--- config.mk ---
export PLATFORM = sky130hd
export DESIGN_NAME = ogu_queue
export DESIGN_NICKNAME = d
export VERILOG_FILES = /design/src/rtl/ogu_pkg.sv /design/src/rtl/ogu_queue.sv
export SDC_FILE = /design/constraint.sdc
export NUM_CORES = 1
export LEC_CHECK = 0
export ABC_AREA = 1
export BUFFER_PORTS_ARGS = -buffer_cell sky130_fd_sc_hd__buf_4
export CORE_UTILIZATION = 50
export DETAILED_ROUTE_END_ITERATION = 7
export GPL_TIMING_DRIVEN = 0
export PLACE_DENSITY = 0.83
export SYNTH_ARGS = -nofsm -noshare
export SYNTH_HDL_FRONTEND = slang
export SYNTH_SLANG_ARGS = --single-unit
--- constraint.sdc ---
create_clock -name clock -period 2.1 [get_ports clock]
set_input_delay 0.21 -clock clock [delete_from_list [all_inputs] [get_ports clock]]
set_output_delay 0.21 -clock clock [all_outputs]
set_load 0.01 [all_outputs]
--- src/rtl/ogu_pkg.sv ---
// Shared types and constants of the occupancy grid update block.
// Depends on nothing; all files but ogu_ram use it by scoped names.
`default_nettype none

package ogu_pkg;

   // grid geometry
   localparam int GRID_ROWS  = 64;
   localparam int GRID_COLS  = 128;
   localparam int CELL_COUNT = GRID_ROWS * GRID_COLS;
   localparam int ADDR_W     = $clog2(CELL_COUNT);
   localparam int ROW_W      = $clog2(GRID_ROWS);
   localparam int COL_W      = $clog2(GRID_COLS);

   // field widths
   localparam int POS_W     = 12;
   localparam int OFFSET_W  = 12;
   localparam int OCC_W     = 8;
   localparam int CMD_W     = 2;
   localparam int COORD_W   = POS_W + 2;

   // command codes on the input word
   localparam logic [CMD_W-1:0] CMD_SONAR = 2'd0;
   localparam logic [CMD_W-1:0] CMD_OTHER = 2'd1;
   localparam logic [CMD_W-1:0] CMD_READ  = 2'd2;

   // configuration register map (word index) and reset values
   localparam int CSR_ADDR_W = 5;
   localparam int CSR_DATA_W = 32;
   localparam logic [2:0] REG_COLUMN_OFFSET = 3'd0;
   localparam logic [2:0] REG_ROW_OFFSET    = 3'd1;
   localparam logic [2:0] REG_STEP          = 3'd2;
   localparam logic [2:0] REG_CEILING       = 3'd3;
   localparam logic [2:0] REG_THRESHOLD     = 3'd4;

   localparam logic [OFFSET_W-1:0] RST_COLUMN_OFFSET = 12'd64;
   localparam logic [OFFSET_W-1:0] RST_ROW_OFFSET    = 12'd32;
   localparam logic [OCC_W-1:0]    RST_STEP          = 8'd5;
   localparam logic [OCC_W-1:0]    RST_CEILING       = 8'd250;
   localparam logic [OCC_W-1:0]    RST_THRESHOLD     = 8'd16;

   // queue between front and back
   localparam int QUEUE_DEPTH = 2;
   localparam int QUEUE_PTR_W = $clog2(QUEUE_DEPTH);
   localparam int QUEUE_CNT_W = $clog2(QUEUE_DEPTH + 1);

   typedef struct packed {
      logic             object;
      logic             other;
      logic             sonar;
      logic [OCC_W-1:0] occ;
   } cell_type;

   localparam int CELL_W = $bits(cell_type);

   typedef enum logic [1:0] {
      KIND_READ,
      KIND_SONAR,
      KIND_OTHER
   } kind_type;

   typedef struct packed {
      kind_type          kind;
      logic              on_grid;
      logic [ADDR_W-1:0] addr;
      logic              last;
   } work_type;

   typedef struct packed {
      logic     valid;
      work_type work;
   } queue_head_type;

   typedef struct packed {
      logic [OCC_W-1:0] step;
      logic [OCC_W-1:0] ceiling;
      logic [OCC_W-1:0] threshold;
   } update_cfg_type;

   typedef struct packed {
      logic clearing;
   } back_status_type;

endpackage

`default_nettype wire

--- src/rtl/ogu_queue.sv ---
// Short work queue between front and back end.
// Uses ogu_pkg for the entry type and depth.
`default_nettype none

module ogu_queue (
   input  wire logic                   clock,
   input  wire logic                   reset,
   input  wire logic                   push,
   input  wire ogu_pkg::work_type      work_in,
   input  wire logic                   pop,
   output ogu_pkg::queue_head_type     head,
   output logic                        full
);

   ogu_pkg::work_type                 slot_ff [ogu_pkg::QUEUE_DEPTH];
   logic [ogu_pkg::QUEUE_PTR_W-1:0]   wr_ptr_ff, wr_ptr_in;
   logic [ogu_pkg::QUEUE_PTR_W-1:0]   rd_ptr_ff, rd_ptr_in;
   logic [ogu_pkg::QUEUE_CNT_W-1:0]   count_ff, count_in;
   logic                              do_pop;

   always_comb begin
      do_pop    = pop && (count_ff != '0);
      wr_ptr_in = wr_ptr_ff;
      rd_ptr_in = rd_ptr_ff;
      count_in  = count_ff;
      if (push) begin
         wr_ptr_in = (wr_ptr_ff == ogu_pkg::QUEUE_PTR_W'(ogu_pkg::QUEUE_DEPTH - 1)) ?
                     '0 : wr_ptr_ff + 1'b1;
      end
      if (do_pop) begin
         rd_ptr_in = (rd_ptr_ff == ogu_pkg::QUEUE_PTR_W'(ogu_pkg::QUEUE_DEPTH - 1)) ?
                     '0 : rd_ptr_ff + 1'b1;
      end
      if (push && !do_pop) begin
         count_in = count_ff + 1'b1;
      end else if (do_pop && !push) begin
         count_in = count_ff - 1'b1;
      end
   end

   always_ff @(posedge clock) begin
      if (reset) begin
         wr_ptr_ff <= '0;
         rd_ptr_ff <= '0;
         count_ff  <= '0;
      end else begin
         wr_ptr_ff <= wr_ptr_in;
         rd_ptr_ff <= rd_ptr_in;
         count_ff  <= count_in;
      end
   end

   always_ff @(posedge clock) begin
      if (push) begin
         slot_ff[wr_ptr_ff] <= work_in;
      end
   end

   assign head.valid = (count_ff != '0);
   assign head.work  = slot_ff[rd_ptr_ff];
   assign full       = (count_ff == ogu_pkg::QUEUE_CNT_W'(ogu_pkg::QUEUE_DEPTH));

endmodule

`default_nettype wire

==> reports/qor.yml <==
global_routing:
  grt_remaining_overflow: 0
  use_met3_pct: 8.16
  grt_max_degree: 19
  grt_first_pass_wirelength_um: 3710
  grt_use_met2_pct: 25.2
  busiest_layer: "met2"
  antenna_found_initial: 0
  track_usage_pct: 16.4
  grt_pass1_vias: 813
  globalRouteMet1Util_pct: 19.0
cts:
  clk_pin_slew_ns: 0.10
  cts_buffers: 5
  cts_tree: "built"
  cts_resized: 0
  clock-sinks: 39
  clock_path_buffers: 2
  postCtsHoldBufs: 0
  cts_setup_buffers: 0
  cts_root_buffer: "clkbuf_4"
  htreeDepth: 2
  clock_latency_ns: 0.33
placed_design:
  placed_cell_area_mm2: 0.00185
  gp_congestion: 0.622
  dp_slack_ns: 0.666
  io_buffer_count: 39
  dp_hpwl_um: 1610
timing:
  rsz0062_at_grt: "no"
  hold_viol: 0
  skew_ns: 0.00439
  drv_slew: 0
  period_minus_slack_ns: 1.62
  setup_viol: 0
  slew_headroom_pct: 41.9
  max_freq_mhz: 617
  setup_slack_ns: 0.481
  period_share_pct: 77.1
  totalNegativeSetupSlack_ns: 0
  worst_pin_slew_ns: 0.870
logic_synthesis:
  synth-simple-area-share_pct: 4.88
  avgSynthCellArea_um2: 17.2
  synthAdderAreaFrac_pct: 0.827
  synth.distinct_cells: 15
  syn_inst: 88
  synth_area_mm2: 0.00151
  synth_mux_area_share_pct: 15.1
  synth_xor_area_share_pct: 0
  yosys_warnings: 0
  seq_area_frac_synth_pct: 74.1
  yosys_register_bits: 39
  synth_top_family_by_area: "multiplexers"
  synthesis.nets: 110
  synth_compound_area_share_pct: 0.993
critical_path:
  critPathRequiredTime_ns: 1.89
  path_max_fanout: 10
  critPathArrivalTime_ns: 1.41
  rr_worst_depth: 9
  worstSetupPathType: "reg -> out"
  cp-start-kind: "flop"
  r2r-end: "count_ff[1]"
  cp-end-kind: "output port"
  reg2reg_from: "count_ff[0]"
  r2r_slack_ns: 0.70
floorplan:
  io_pins: 40
  die_h_um: 57.0
  start_util_pct: 53.9
  coreArea_mm2: 0.00281
  rows: 19
  dieArea_mm2: 0.00325
  die_w_um: 57.0
route:
  drcViolationCount: 6
  avgRoutedWirePerCell_um: 14.0
  first_pass_iters: 6
  ant_nets: 0
  via_count: 830
  drt_wl_total_um: 2330
  via_per_inst: 5.00
  drt_iter0_drc: 27
status:
  violations: "design-rule violations"
  status: "complete, but fails checks"
final_layout:
  stdcell_area_mm2: 0.00191
  nets: 156
  drive_above_1_share_pct: 48.1
  areaGrowthSynthToFinish_pct: 26.0
  diodes: 0
power_and_ir_drop:
  pwr_density_cell_mw_per_mm2: 851
  power_leakage_uw: 0.000786
  irDropWorstVdd_mv: 0.555
  total_power_uw: 1620
worst_hold_path:
  hold_path_class: "in -> reg"
  holdPathEnd: "wr_ptr_ff"
  hold_depth: 2
  min_from: "reset"
flow_run:
  cap_violations: 0
[report_power, final]
part / internal [µW] / switching, µW / leakage [µW]
combinational: 181 / 147 / 0.000392
clock: 161 / 219 / 0.0000329
sequential: 897 / 17.1 / 0.000361
[layout make-up]
cell class | count | area (µm²)
Timing Repair Buffer | 39 | 293
Sequential cell | 39 | 1120
Clock inverter | 1 | 3.75
Clock buffer | 7 | 55.1
Inverter | 8 | 30.0
Multi-Input combinational cell | 39 | 333
Buffer | 2 | 31.3
Tap cell | 31 | 38.8
Fill cell | 218 | 900
[critical path: stages, from the launching register on]
cell and delay [ns]:
dfxtp_1 0.34, buf_6 0.14, buf_12 0.15, mux2_4 0.30, buf_4 0.14
[cells by family (layout without fill, tap and decap cells)]
family	count (synthesis)	in the layout
flip-flops	39	39
buffers and inverters	10	57
AO/OA/AOI/OAI	3	3
AND/OR/NAND/NOR	18	18
multiplexers	17	17
adder cells (fa/ha/maj)	1	1
[metal layers]
| metal | up-vias | share of wire, % |
|---|---|---|
| met5 | - | 0 |
| met4 | 0 | 2.1 |
| met3 | 6 | 8.2 |
| met2 | 34 | 48 |
| met1 | 380 | 41 |
| li1 | 410 | - |
[registers in the layout, summed over array words and instances, names as in the netlist, named ones only]
name,flops
count_ff,2
wr_ptr_ff,1
rd_ptr_ff,1
slot_ff,34
[metrics by stage]
step,utilization [%],std cells,hold slack [ns]
after floorplan,-,88,0.289
after global placement,65.7,158,0.387
after detailed placement,65.8,158,0.387
after CTS,67.9,166,0.0140
after global routing,67.9,166,0.0116
final,67.9,166,0.0331
[layout by cell type (no fill, tap or decap)]
cell      instances
nor2_1            5
buf_6             1
nor2_2            1
mux2_4           10
nor3_1            1
clkbuf_8          1
edfxtp_1         34
nand4_1           1
ha_1              1
o21ai_0           1
clkbuf_1          1
buf_4            39
inv_1             8
clkinv_1          1
dfxtp_1           5
clkbuf_4          5
a21oi_1           2
nand2_1           8
mux2_2            7
nand3_1           2
buf_12            1
[cells in the mapped netlist (all sizes together)]
cell type | count | area [µm²]
nor3 | 1 | 5.00
dfxtp | 5 | 100
nand3 | 2 | 10.0
a21oi | 2 | 10.0
buf | 2 | 31.3
ha | 1 | 12.5
mux2 | 17 | 229
inv | 8 | 30.0
nand4 | 1 | 6.26
nand2 | 8 | 30.0
nor2 | 6 | 22.5
o21ai | 1 | 5.00
edfxtp | 34 | 1020
[worst max path at each step]
| stage | slack, ns | end | depth (start not counted) | from |
|---|---|---|---|---|
| finish | 0.48 | head[13] | 4 | flop |
| global placement | 0.24 | slot_ff[0][1] | 3 | push |
| CTS | 0.44 | head[1] | 4 | flop |
| floorplan | 0.65 | slot_ff[0][0] | 1 | wr_ptr_ff |
| detailed placement | 0.67 | slot_ff[0][1] | 3 | push |
| global route | 0.39 | head[15] | 4 | flop |
(Power assumes the default switching activity.)
