## config.mk

```make
export PLATFORM = sky130hd
export DESIGN_NAME = ogu_front
export DESIGN_NICKNAME = d
export VERILOG_FILES = /design/src/rtl/ogu_pkg.sv /design/src/rtl/ogu_front.sv
export SDC_FILE = /design/constraint.sdc
export NUM_CORES = 1
export LEC_CHECK = 0
export BUFFER_PORTS_ARGS = -buffer_cell sky130_fd_sc_hd__clkbuf_2
export CORE_MARGIN = 2
export CORE_UTILIZATION = 45
export DETAILED_ROUTE_END_ITERATION = 10
export GPL_ROUTABILITY_DRIVEN = 0
export PLACE_DENSITY = 0.81
export SLEW_MARGIN = 20
export SYNTH_ARGS = -nofsm -noshare
export SYNTH_HDL_FRONTEND = slang
export SYNTH_SLANG_ARGS = --single-unit
```

## constraint.sdc

```tcl
create_clock -name vclk -period 3.19
set_input_delay 0.319 -clock vclk [all_inputs]
set_output_delay 0.319 -clock vclk [all_outputs]
set_load 0.01 [all_outputs]
```

## src/rtl/ogu_pkg.sv

```systemverilog
// Shared types and constants of the occupancy grid update block.
// Depends on nothing; all files but ogu_ram use it by scoped names.
`default_nettype none

package ogu_pkg;

   // grid geometry
   localparam int GRID_ROWS  = 64;
   localparam int GRID_COLS  = 128;
   localparam int CELL_COUNT = GRID_ROWS * GRID_COLS;
   localparam int ADDR_W     = $clog2(CELL_COUNT);
   localparam int ROW_W      = $clog2(GRID_ROWS);
   localparam int COL_W      = $clog2(GRID_COLS);

   // field widths
   localparam int POS_W     = 12;
   localparam int OFFSET_W  = 12;
   localparam int OCC_W     = 8;
   localparam int CMD_W     = 2;
   localparam int COORD_W   = POS_W + 2;

   // command codes on the input word
   localparam logic [CMD_W-1:0] CMD_SONAR = 2'd0;
   localparam logic [CMD_W-1:0] CMD_OTHER = 2'd1;
   localparam logic [CMD_W-1:0] CMD_READ  = 2'd2;

   // configuration register map (word index) and reset values
   localparam int CSR_ADDR_W = 5;
   localparam int CSR_DATA_W = 32;
   localparam logic [2:0] REG_COLUMN_OFFSET = 3'd0;
   localparam logic [2:0] REG_ROW_OFFSET    = 3'd1;
   localparam logic [2:0] REG_STEP          = 3'd2;
   localparam logic [2:0] REG_CEILING       = 3'd3;
   localparam logic [2:0] REG_THRESHOLD     = 3'd4;

   localparam logic [OFFSET_W-1:0] RST_COLUMN_OFFSET = 12'd64;
   localparam logic [OFFSET_W-1:0] RST_ROW_OFFSET    = 12'd32;
   localparam logic [OCC_W-1:0]    RST_STEP          = 8'd5;
   localparam logic [OCC_W-1:0]    RST_CEILING       = 8'd250;
   localparam logic [OCC_W-1:0]    RST_THRESHOLD     = 8'd16;

   // queue between front and back
   localparam int QUEUE_DEPTH = 2;
   localparam int QUEUE_PTR_W = $clog2(QUEUE_DEPTH);
   localparam int QUEUE_CNT_W = $clog2(QUEUE_DEPTH + 1);

   typedef struct packed {
      logic             object;
      logic             other;
      logic             sonar;
      logic [OCC_W-1:0] occ;
   } cell_type;

   localparam int CELL_W = $bits(cell_type);

   typedef enum logic [1:0] {
      KIND_READ,
      KIND_SONAR,
      KIND_OTHER
   } kind_type;

   typedef struct packed {
      kind_type          kind;
      logic              on_grid;
      logic [ADDR_W-1:0] addr;
      logic              last;
   } work_type;

   typedef struct packed {
      logic     valid;
      work_type work;
   } queue_head_type;

   typedef struct packed {
      logic [OCC_W-1:0] step;
      logic [OCC_W-1:0] ceiling;
      logic [OCC_W-1:0] threshold;
   } update_cfg_type;

   typedef struct packed {
      logic clearing;
   } back_status_type;

endpackage

`default_nettype wire

```

## src/rtl/ogu_front.sv

```systemverilog
// Front end: accepts input words, offsets the point into the grid and
// classifies it into a work entry for the queue. Uses ogu_pkg.
`default_nettype none

module ogu_front (
   input  wire logic                           start,
   input  wire logic [ogu_pkg::CMD_W-1:0]      req_cmd,
   input  wire logic signed [ogu_pkg::POS_W-1:0] req_pos_x,
   input  wire logic signed [ogu_pkg::POS_W-1:0] req_pos_y,
   input  wire logic                           req_cluster_active,
   input  wire logic                           req_last_in_frame,
   input  wire logic [ogu_pkg::OFFSET_W-1:0]   column_offset,
   input  wire logic [ogu_pkg::OFFSET_W-1:0]   row_offset,
   input  wire logic                           queue_full,
   input  wire ogu_pkg::back_status_type       back_status,
   output logic                                busy,
   output logic                                push,
   output ogu_pkg::work_type                   work
);

   logic signed [ogu_pkg::COORD_W-1:0] col;
   logic signed [ogu_pkg::COORD_W-1:0] row;
   logic                               col_ok;
   logic                               row_ok;
   logic                               on_grid;
   logic [ogu_pkg::COL_W-1:0]          col_idx;
   logic [ogu_pkg::ROW_W-1:0]          row_idx;
   logic                               hit;

   always_comb begin
      col = ogu_pkg::COORD_W'(req_pos_x) +
            $signed({2'b00, column_offset});
      row = ogu_pkg::COORD_W'(req_pos_y) +
            $signed({2'b00, row_offset});
      col_ok = !col[ogu_pkg::COORD_W-1] &&
               (ogu_pkg::COORD_W'(col) < ogu_pkg::COORD_W'(ogu_pkg::GRID_COLS));
      row_ok = !row[ogu_pkg::COORD_W-1] &&
               (ogu_pkg::COORD_W'(row) < ogu_pkg::COORD_W'(ogu_pkg::GRID_ROWS));
      on_grid = col_ok && row_ok;
      col_idx = col[ogu_pkg::COL_W-1:0];
      row_idx = row[ogu_pkg::ROW_W-1:0];
      hit     = on_grid && req_cluster_active &&
                ((req_cmd == ogu_pkg::CMD_SONAR) || (req_cmd == ogu_pkg::CMD_OTHER));

      work.on_grid = on_grid;
      work.last    = req_last_in_frame;
      work.addr    = ogu_pkg::ADDR_W'(ogu_pkg::ADDR_W'(row_idx) *
                                      ogu_pkg::ADDR_W'(ogu_pkg::GRID_COLS)) +
                     ogu_pkg::ADDR_W'(col_idx);
      if (!hit) begin
         work.kind = ogu_pkg::KIND_READ;
      end else if (req_cmd == ogu_pkg::CMD_SONAR) begin
         work.kind = ogu_pkg::KIND_SONAR;
      end else begin
         work.kind = ogu_pkg::KIND_OTHER;
      end

      busy = back_status.clearing || queue_full;
      push = start && !busy;
   end

endmodule

`default_nettype wire

```

==> summary.md <==
| Metric | Value |
|---|---|
| Gr ovfl total | `0` |
| DR vias/cell | `5.47` |
| Top cell type's share of synthesized area | `24.8%` |
| Pin count of the biggest net entering global routing | `8` |
| Fmax | `324 MHz` |
| Area leader, netlist | `ha_1` |
| CTS Hold Buffers Added | `0` |
| Nature of the critical path startpoint | `input port` |
| Most frequent cells in the layout | `clkbuf_2 (70), ha_1 (26), a21oi_1 (15)` |
| Most used cell, CP | `clkbuf_2` |
| Die X | `58.0 um` |
| Setup TNS | `0 ns` |
| YS warnings | `0` |
| Global-route wire length before repair | `5090 um` |
| Worst Path Arrival | `2.77 ns` |
| Ratio of cells with drive above 1 in the final layout | `38.5%` |
| Area after DPL | `1700 sq um` |
| Clkbuf count | `0` |
| Total Wirelength | `2940 um` |
| DRC viols | `0` |
| Post-Synthesis Cell Area | `1310 sq um` |
| Outcome | `complete, no violations` |
| Initial antenna violation count | `0` |
| CP Capture Type | `output pin` |
| Vias | `1522` |
| Power Density | `189 nW/um^2` |
| Mapped Avg Cell Area | `7.49 sq um` |
| Nets | `332` |
| FF+latch area | `0 sq um` |
| Core footprint | `2760 sq um` |
| I/O Buffers | `72` |
| Non-Filler Cell Area, Final | `1750 sq um` |
| Die Ht | `58.0 um` |
| Internal | `0.159 mW` |
| Top cells by area, synth | `ha_1 (25%), a21oi_1 (6.5%), xnor2_1 (6.0%)` |
| Remaining antenna violation count | `0` |
| Total track usage | `17.4%` |
| I/O pins | `74` |
| Initial core utilization | `47.5%` |
| Final setup vio count | `0` |
| Layout Cells excl Fill | `278` |
| Final Hold Vio Count | `0` |
| DRT iter0 DRCs | `22` |
| P_sw | `0.172 mW` |
| Tcrit/Tclk final | `96.9%` |
| Placed cells | `278` |
| Peak supply drop | `138 uV` |
| Max stage delay on crit path | `0.41 ns` |
| Rel. slew slack | `74.1%` |
| Finished Core Util | `63.4%` |
| Number of library cell types mapped by synthesis | `46` |
| Fin crit period | `3.09 ns` |
| Antenna Cells | `0` |
| Post-Syn Nets | `258` |
| Die area | `3360 sq um` |
| Area grow syn2layout | `33.5%` |
| DRT Pass-1 Iters | `4` |
| Cell breakdown of the critical path | `clkbuf_2 -> ha_1 -> inv_1 -> fa_2 -> and2b_4 -> o2111a_1 -> o22ai_1 -> a211oi_2 -> nand4_1 -> a2111o_1 -> nor4_1 -> clkbuf_2` |
| Clock power frac | `0%` |
| Comb pwr share | `100.0%` |
| Post-Synthesis Cells | `175` |
| WS Path Type | `in2out` |
| Count of flip-flops and latches | `0` |
| HPWL after DPL | `2560 um` |
| FP Rows | `19` |
| Sw frac | `52.0%` |
| Worst min-delay path class | `in2out` |
| Total power | `0.331 mW` |
| Post-DR wirelength/cell | `10.6 um` |
| Worst Setup SP | `req_pos_y[0]` |
| Worst Setup EP | `work[14]` |
| Gates resized, CTS repair | `0` |
| Worst Path Max Fanout | `3` |
| Leak pwr | `0.883 nW` |
| Register area share after synthesis | `0%` |
| Worst-Margin Slew | `0.385 ns` |
| Max-cap violation count | `0` |
| Crit-path slowest cell | `a2111o_1` |
| Fin. max-slew vios | `0` |
| Register share of total power | `0%` |
| Worst Path Required | `2.87 ns` |
| Vias in the first global route | `1336` |
| Setup Fix Bufs, Post-CTS | `0` |
| Most common cell after layout, fill and taps aside | `clkbuf_2` |
stage by stage:
stage	setup WS [ns]	hold WS, ns
3_3_place_gp	0.0976	0.638
2_1_floorplan	0.246	0.725
4_1_cts	0.0286	0.638
6_report	0.100	0.638
5_1_grt	-0.0157	0.638
3_5_place_dp	0.0404	0.638
how the worst min path moves through the flow:
stage	from	endpoint	slack [ns]	cells past startpoint
3_3_place_gp	req_last_in_frame	work[0]	0.64	0
5_1_grt	req_last_in_frame	work[0]	0.64	0
4_1_cts	req_last_in_frame	work[0]	0.64	0
3_5_place_dp	req_last_in_frame	work[0]	0.64	0
2_1_floorplan	start	push	0.73	2
6_report	req_last_in_frame	work[0]	0.64	0
synth_stat cells, drive strengths merged (4+ instances only):
| master | instances |
|---|---|
| o21ai | 10 |
| nor3 | 4 |
| a21o | 5 |
| nor4 | 5 |
| o22ai | 4 |
| nor2 | 14 |
| nand3 | 4 |
| o21a | 5 |
| xnor2 | 9 |
| nand2 | 6 |
| a21oi | 17 |
| inv | 14 |
| ha | 26 |
| o21bai | 4 |
layer usage:
metal | share of wire [%] | GRT usage [%] | up-vias | wire length [um]
met1 | 44 | 22.6 | 667 | 1290
met3 | 5.0 | 0.223 | 0 | 148
met2 | 51 | 34.1 | 36 | 1500
met4 | 0 | 0 | 0 | 0
li1 | - | - | 819 | -
met5 | 0 | 0 | - | 0
area by class of cell:
type / instances / area (sq um)
inverters: 14 / 52.6
well taps: 31 / 38.8
multi-input cells: 158 / 1270
repair buffers: 75 / 383
fillers: 259 / 1010
power groups by stage:
| stage | logic [mW] | clock network, mW | registers, mW |
|---|---|---|---|
| 6_report | 0.331 | 0 | 0 |
| 2_1_floorplan | 0.225 | 0 | 0 |
| 3_3_place_gp | 0.316 | 0 | 0 |
| 4_1_cts | 0.321 | 0 | 0 |
| 5_1_grt | 0.373 | 0 | 0 |
| 3_5_place_dp | 0.320 | 0 | 0 |
critical path, delay by kind of cell:
family	cells	cell delay, ns
compound gates	4	0.97
simple gates	3	0.69
fa+ha+maj	2	0.49
buf+inv	3	0.31
cell families after synthesis:
logic type / count (synthesis) / synth area share (%)
multiplexers: 2 / 1.53
AO/OA/AOI/OAI: 67 / 36.5
AND/OR/NAND/NOR: 49 / 19.4
adder cells (fa/ha/maj): 28 / 27.9
XOR/XNOR: 12 / 8.02
buffers and inverters: 17 / 6.69
Note: power is estimated with default switching activity, not from simulation.
